**config.mk**
```make
export PLATFORM = sky130hd
export DESIGN_NAME = rsch_ctrl
export DESIGN_NICKNAME = d
export VERILOG_FILES = /design/src/sv/rsch_pkg.sv /design/src/sv/rsch_ctrl.sv
export SDC_FILE = /design/constraint.sdc
export NUM_CORES = 1
export LEC_CHECK = 0
export BUFFER_PORTS_ARGS = -buffer_cell sky130_fd_sc_hd__buf_2
export CORE_MARGIN = 2
export CORE_UTILIZATION = 47
export CTS_BUF_LIST = sky130_fd_sc_hd__clkbuf_16
export CTS_CLUSTER_DIAMETER = 60
export DETAILED_ROUTE_END_ITERATION = 10
export PLACE_DENSITY = 0.75
export SYNTH_ARGS = -nofsm -noshare
export SYNTH_HDL_FRONTEND = slang
export SYNTH_SLANG_ARGS = --single-unit
```
**constraint.sdc**
```tcl
create_clock -name aclk -period 1.5 [get_ports aclk]
set_input_delay 0.3 -clock aclk [delete_from_list [all_inputs] [get_ports aclk]]
set_output_delay 0.3 -clock aclk [all_outputs]
set_load 0.02 [all_outputs]
```
**src/sv/rsch_pkg.sv**
```systemverilog
`timescale 1ns / 1ps
// ============================================================================
// rsch_pkg
// Types and constants shared by the ray/sphere closest-hit block.
// ============================================================================
package rsch_pkg;

    // Fixed-point format of coordinates and distances
    localparam int FRAC_BITS = 16;

    localparam int COORD_W  = 32;               // origin / center
    localparam int DIR_W    = 18;               // direction components
    localparam int RAD_W    = 31;               // sphere radius
    localparam int IDX_W    = 8;                // object index
    localparam int DIST_W   = 31;               // reported distance
    localparam int BEST_W   = 32;               // best distance register

    localparam int OFS_W    = COORD_W + 1;      // origin - center
    localparam int MUL_W    = OFS_W;            // multiplier operand width
    localparam int PROD_W   = 2 * MUL_W;        // multiplier product width
    localparam int BPROD_W  = OFS_W + DIR_W;    // |oc| * |dir|
    localparam int BACC_W   = BPROD_W + 3;      // b = sum of three products
    localparam int BMAG_W   = BACC_W - 1;       // |b|
    localparam int BLO_W    = 32;               // low split of |b|
    localparam int BHI_W    = BMAG_W - BLO_W;   // high split of |b|
    localparam int DISC_W   = 108;              // discriminant accumulator
    localparam int ROOT_W   = DISC_W / 2;       // square root result
    localparam int REM_W    = ROOT_W + 3;       // root remainder
    localparam int T_W      = ROOT_W + 2;       // t = -b - sqrt(disc)

    localparam int CFG_IDX_W  = 4;
    localparam int CFG_DATA_W = 32;

    localparam int MUL_STEPS  = 11;             // ten products plus a drain of the last product
    localparam int SQRT_STEPS = DISC_W / 2;
    localparam int CNT_W      = 6;

    // Configuration register indexes
    localparam logic [CFG_IDX_W-1:0] REG_ORIGIN_X = 4'd0;
    localparam logic [CFG_IDX_W-1:0] REG_ORIGIN_Y = 4'd1;
    localparam logic [CFG_IDX_W-1:0] REG_ORIGIN_Z = 4'd2;
    localparam logic [CFG_IDX_W-1:0] REG_DIR_X    = 4'd3;
    localparam logic [CFG_IDX_W-1:0] REG_DIR_Y    = 4'd4;
    localparam logic [CFG_IDX_W-1:0] REG_DIR_Z    = 4'd5;

    localparam logic signed [DIR_W-1:0] DIR_Z_RESET = 18'sd65536;

    typedef struct packed {
        logic signed [COORD_W-1:0] center_x;
        logic signed [COORD_W-1:0] center_y;
        logic signed [COORD_W-1:0] center_z;
        logic [RAD_W-1:0]          sphere_radius;
        logic [IDX_W-1:0]          object_index;
        logic                      last_sphere;
    } rsch_in_t;

    typedef struct packed {
        logic              hit_found;
        logic [IDX_W-1:0]  closest_index;
        logic [DIST_W-1:0] hit_distance;
    } rsch_out_t;

    typedef enum logic [2:0] {
        ST_IDLE,
        ST_LOAD,
        ST_MUL,
        ST_DECIDE,
        ST_SQRT,
        ST_TCALC,
        ST_UPDATE,
        ST_EMIT
    } state_t;

    typedef enum logic [3:0] {
        MS_OXDX,
        MS_OYDY,
        MS_OZDZ,
        MS_OXOX,
        MS_OYOY,
        MS_OZOZ,
        MS_RR,
        MS_BLBL,
        MS_BLBH,
        MS_BHBH
    } mul_sel_t;

    typedef enum logic {
        DEST_B,
        DEST_DISC
    } mul_dest_t;

    typedef enum logic [1:0] {
        SH_NONE,
        SH_FRAC2,
        SH_MID,
        SH_HIGH
    } shift_t;

    typedef struct packed {
        logic      in_load;
        logic      setup;
        logic      mul_en;
        mul_sel_t  mul_sel;
        mul_dest_t mul_dest;
        logic      mul_sub;
        shift_t    mul_shift;
        logic      sqrt_init;
        logic      sqrt_step;
        logic      t_calc;
        logic      best_update;
        logic      emit;
    } rsch_cmd_t;

    typedef struct packed {
        logic disc_pos;
        logic last;
    } rsch_status_t;

endpackage

```
**src/sv/rsch_ctrl.sv**
```systemverilog
`timescale 1ns / 1ps
// ============================================================================
// rsch_ctrl
// Sequencer: handshakes, multiply schedule, square-root count, result hand-off.
// ============================================================================
module rsch_ctrl (
    input  logic                  aclk,
    input  logic                  aresetn,
    input  logic                  s_valid,
    output logic                  s_ready,
    output logic                  m_valid,
    input  logic                  m_ready,
    input  rsch_pkg::rsch_status_t status,
    output rsch_pkg::rsch_cmd_t   cmd
);

    rsch_pkg::state_t            state_reg, state_next;
    logic [rsch_pkg::CNT_W-1:0]  cnt_reg, cnt_next;
    logic                        m_valid_reg, m_valid_next;

    always_ff @(posedge aclk) begin
        if (!aresetn) begin
            state_reg   <= rsch_pkg::ST_IDLE;
            cnt_reg     <= '0;
            m_valid_reg <= 1'b0;
        end else begin
            state_reg   <= state_next;
            cnt_reg     <= cnt_next;
            m_valid_reg <= m_valid_next;
        end
    end

    assign s_ready = (state_reg == rsch_pkg::ST_IDLE);
    assign m_valid = m_valid_reg;

    always_comb begin
        state_next   = state_reg;
        cnt_next     = cnt_reg;
        m_valid_next = m_valid_reg && !m_ready;
        cmd          = '0;
        cmd.mul_sel  = rsch_pkg::MS_OXDX;
        cmd.mul_dest = rsch_pkg::DEST_B;
        cmd.mul_shift = rsch_pkg::SH_NONE;

        case (state_reg)
            rsch_pkg::ST_IDLE: begin
                if (s_valid) begin
                    cmd.in_load = 1'b1;
                    state_next  = rsch_pkg::ST_LOAD;
                end
            end
            rsch_pkg::ST_LOAD: begin
                cmd.setup  = 1'b1;
                cnt_next   = '0;
                state_next = rsch_pkg::ST_MUL;
            end
            rsch_pkg::ST_MUL: begin
                // b first, |b| is needed for the last three products
                cmd.mul_en = 1'b1;
                case (cnt_reg)
                    6'd0: cmd.mul_sel = rsch_pkg::MS_OXDX;
                    6'd1: cmd.mul_sel = rsch_pkg::MS_OYDY;
                    6'd2: cmd.mul_sel = rsch_pkg::MS_OZDZ;
                    6'd3: begin
                        cmd.mul_sel   = rsch_pkg::MS_OXOX;
                        cmd.mul_dest  = rsch_pkg::DEST_DISC;
                        cmd.mul_sub   = 1'b1;
                        cmd.mul_shift = rsch_pkg::SH_FRAC2;
                    end
                    6'd4: begin
                        cmd.mul_sel   = rsch_pkg::MS_OYOY;
                        cmd.mul_dest  = rsch_pkg::DEST_DISC;
                        cmd.mul_sub   = 1'b1;
                        cmd.mul_shift = rsch_pkg::SH_FRAC2;
                    end
                    6'd5: begin
                        cmd.mul_sel   = rsch_pkg::MS_OZOZ;
                        cmd.mul_dest  = rsch_pkg::DEST_DISC;
                        cmd.mul_sub   = 1'b1;
                        cmd.mul_shift = rsch_pkg::SH_FRAC2;
                    end
                    6'd6: begin
                        cmd.mul_sel   = rsch_pkg::MS_RR;
                        cmd.mul_dest  = rsch_pkg::DEST_DISC;
                        cmd.mul_shift = rsch_pkg::SH_FRAC2;
                    end
                    6'd7: begin
                        cmd.mul_sel   = rsch_pkg::MS_BLBL;
                        cmd.mul_dest  = rsch_pkg::DEST_DISC;
                    end
                    6'd8: begin
                        cmd.mul_sel   = rsch_pkg::MS_BLBH;
                        cmd.mul_dest  = rsch_pkg::DEST_DISC;
                        cmd.mul_shift = rsch_pkg::SH_MID;
                    end
                    6'd9: begin
                        cmd.mul_sel   = rsch_pkg::MS_BHBH;
                        cmd.mul_dest  = rsch_pkg::DEST_DISC;
                        cmd.mul_shift = rsch_pkg::SH_HIGH;
                    end
                    default: cmd.mul_en = 1'b0;   // drain of the last product
                endcase
                if (cnt_reg == rsch_pkg::CNT_W'(rsch_pkg::MUL_STEPS - 1)) begin
                    state_next = rsch_pkg::ST_DECIDE;
                end else begin
                    cnt_next = cnt_reg + 1'b1;
                end
            end
            rsch_pkg::ST_DECIDE: begin
                cmd.sqrt_init = 1'b1;
                cnt_next      = '0;
                if (status.disc_pos) begin
                    state_next = rsch_pkg::ST_SQRT;
                end else if (status.last) begin
                    state_next = rsch_pkg::ST_EMIT;
                end else begin
                    state_next = rsch_pkg::ST_IDLE;
                end
            end
            rsch_pkg::ST_SQRT: begin
                cmd.sqrt_step = 1'b1;
                if (cnt_reg == rsch_pkg::CNT_W'(rsch_pkg::SQRT_STEPS - 1)) begin
                    state_next = rsch_pkg::ST_TCALC;
                end else begin
                    cnt_next = cnt_reg + 1'b1;
                end
            end
            rsch_pkg::ST_TCALC: begin
                cmd.t_calc = 1'b1;
                state_next = rsch_pkg::ST_UPDATE;
            end
            rsch_pkg::ST_UPDATE: begin
                cmd.best_update = 1'b1;
                state_next = status.last ? rsch_pkg::ST_EMIT : rsch_pkg::ST_IDLE;
            end
            rsch_pkg::ST_EMIT: begin
                if (!m_valid_reg || m_ready) begin
                    cmd.emit     = 1'b1;
                    m_valid_next = 1'b1;
                    state_next   = rsch_pkg::ST_IDLE;
                end
            end
            default: state_next = rsch_pkg::ST_IDLE;
        endcase
    end

endmodule

```
==> summary.txt <==
STA
  • Final period utilization: 143%
  • Slew margin rel.: 73.9%
  • RSZ-0062 raised after global routing: true
  • Post-layout worst setup margin: -647 ps
  • Setup violators final: 21
  • Endpoints failing hold: 0
  • FMAX: 466 MHz
  • Slew Limit Fails: 0
  • Max Clock Skew: 4.01 ps
  • Setup tns final: -6640 ps
  • Slew @ Worst Pin: 381 ps
  • Min cycle time layout: 2150 ps

Logic synthesis
  • Synth Area in Compound Gates: 28.7%
  • Synthesis Warnings: 0
  • Largest family of logic cells by synthesized area: simple AND/OR/NAND/NOR gates
  • Sequential area share after synthesis: 21.4%
  • Asr flop ratio synth: 0%
  • Main flop type after synthesis: dfxtp_1
  • Synthesized instance count: 124
  • Post-synth EDFFs: 0
  • XOR/XNOR Fraction of Synth Area: 0%
  • Mux share of post-synthesis cell area: 2.28%
  • Post-Synth Adder-Cell Area: 5.36%
  • Syn_area_per_cell: 7.53 um^2
  • Syn Std Cell Area: 933 um^2
  • Synthesized Nets: 134
  • Post-synthesis cell type count: 47
  • FF+latch count, synth: 10
  • Post-Synth Simple-Gate Area: 33.9%

Placement
  • DP Wirelength: 2120 um
  • Post-Place Setup Slack: -410 ps
  • Routability Congestion: 0.886
  • Total placed cells including tap cells: 191
  • # port buffers: 23

Power
  • LEAKAGE: 0.636 nW
  • VDD IR max: 0.966 mV
  • Cell Pwr Density: 1410 nW/um^2

Route
  • Met2 WL: 1830 um
  • DR vias: 1240
  • DR WL/cell: 18.6 um
  • WL met3: 309 um
  • # DRC: 0
  • Max Used Layer: met4
  • ANT nets after route: 0
  • Final wirelength: 3700 um
  • Wire length on met1: 1410 um
  • DR pass1 iterations: 5
  • Vias per cell: 6.23
  • DRT iter0 DRCs: 58

Floorplan
  • Core Box Area: 1920 um^2
  • Boundary Pins: 24
  • Std cell rows: 16
  • Die width: 48.6 um
  • Die Ht: 48.6 um
  • Initial core utilization: 48.6%
  • DIE AREA: 2360 um^2

Clocking
  • Clock transition at path regs: 40 ps
  • Clk root buf: clkbuf_16
  • Max clock buf depth: 2
  • Htree depth: 1
  • CTS Sinks: 10
  • CTS Buf Count: 3
  • TritonCTS clock tree: built
  • Skew-Pair Late Insertion Delay: 240 ps

Critical path
  • Crit path kind: reg2out
  • Nature of the critical path startpoint: flop
  • CP Buf/Inv Count: 2
  • Crit path max-delay family: simple AND/OR/NAND/NOR gates
  • Worst setup EP type: output port
  • Slowest cell on crit path: or3b_4
  • Crit path DAT: 1850 ps
  • CP cell instances: or3b_4, or3_4, buf_6, nor4b_4, buf_4
  • CP max FO: 5
  • WP data required: 1200 ps
  • CP max stage delay: 390 ps

Final layout
  • # diodes: 0
  • Final core occ: 84.7%
  • Layout cells sized above 1: 55.2%
  • Max reg flops: 6
  • Final non-filler cell total: 199
  • Area delta synth->final: 74.4%
  • Most frequent cells in the layout: buf_4, nor2_1, buf_2
  • Final-stage net count: 183
  • Fill count: 108
  • Most common cell after layout, fill and taps aside: buf_4

Run status
  • Failing checks: setup timing
  • Status: finished, violations left

Job
  • Max_cap viols: 0

Global routing
  • GRT Overall Usage: 26.4%
  • First-pass GRT wire length: 5020 um
  • Initial antenna violation count: 0
  • Pin count of the biggest net entering global routing: 15
  • Global route overflow: 0
  • Vias in the first global route: 1155

Worst hold path
  • Worst hold path type: in2reg
cell usage after synthesis (all sizes together), types with 3 or more instances:
| cell type | count | area, um^2 |
|---|---|---|
| nor2 | 14 | 52.6 |
| dfxtp | 10 | 200 |
| inv | 10 | 37.5 |
| nor3 | 8 | 45.0 |
| o21ai | 7 | 46.3 |
| a21oi | 6 | 30.0 |
| a31oi | 6 | 37.5 |
| clkbuf | 6 | 22.5 |
| nand2 | 5 | 18.8 |
| nand3 | 5 | 25.0 |
| ha | 4 | 50.1 |
| buf | 3 | 17.5 |
| nor2b | 3 | 18.8 |
| o21a | 3 | 22.5 |
worst paths after layout:
path         cells after the start         start    endpoint  slack [ps]
max                              5  state_reg[0]     cmd[12]        -650
min                              3       m_ready     m_valid         370
max reg2reg                      5    cnt_reg[4]  cnt_reg[1]        -150
min reg2reg                      2       m_valid     m_valid         520
logic make-up (layout without fill, tap and decap cells):
logic type	count (synthesis)	count (layout)
fa+ha+maj	4	4
flops	10	10
mux	2	2
buf+inv	19	67
simple gates	53	53
compound gates	36	36
stage by stage:
step                power [mW]  hold slack, ps  cell area [um^2]
CTS                       2.09             370              1530
global placement          1.43             505              1330
floorplan                 1.08             431              1020
global route              2.39             391              1630
finish                    2.30             369              1630
detailed placement        1.47             513              1330
what timing repair did:
action | CTS | global route
resized for setup | 32 | 22
cloned | 1 | 0
setup buffers | 2 | 1
pin swaps | 7 | 7
hold endpoints to repair | 0 | 0
hold buffers | 0 | 0
setup endpoints to repair | 21 | 23
cell type report:
class | instances | area [um^2] | area share, %
sequential | 10 | 208 | 12.8
tap | 27 | 33.8 | 2.08
clock inverter | 1 | 3.75 | 0.231
multi-input combinational | 95 | 850 | 52.2
inverter | 10 | 37.5 | 2.31
timing repair buffer | 53 | 420 | 25.8
clock buffer | 3 | 75.1 | 4.61
power by group:
| group | internal (mW) | leakage [nW] | total (mW) | switching, mW |
|---|---|---|---|---|
| sequential | 0.318 | 0.0830 | 0.353 | 0.0355 |
| combinational | 0.632 | 0.515 | 1.46 | 0.826 |
| clock | 0.351 | 0.0385 | 0.489 | 0.138 |
worst reg2reg max path, cell delays in order (launching register included):
cell     delay [ps]
dfxtp_1         330
or4b_4          550
o21ai_4         290
buf_6           150
nand4_1         100
a21oi_1         140
metal layers:
layer | GRT usage [%] | vias up
li1 | - | 554
met1 | 34.0 | 583
met2 | 45.8 | 87
met3 | 4.63 | 16
met4 | 6.67 | 0
met5 | 0 | -
(Power assumes the default switching activity.)
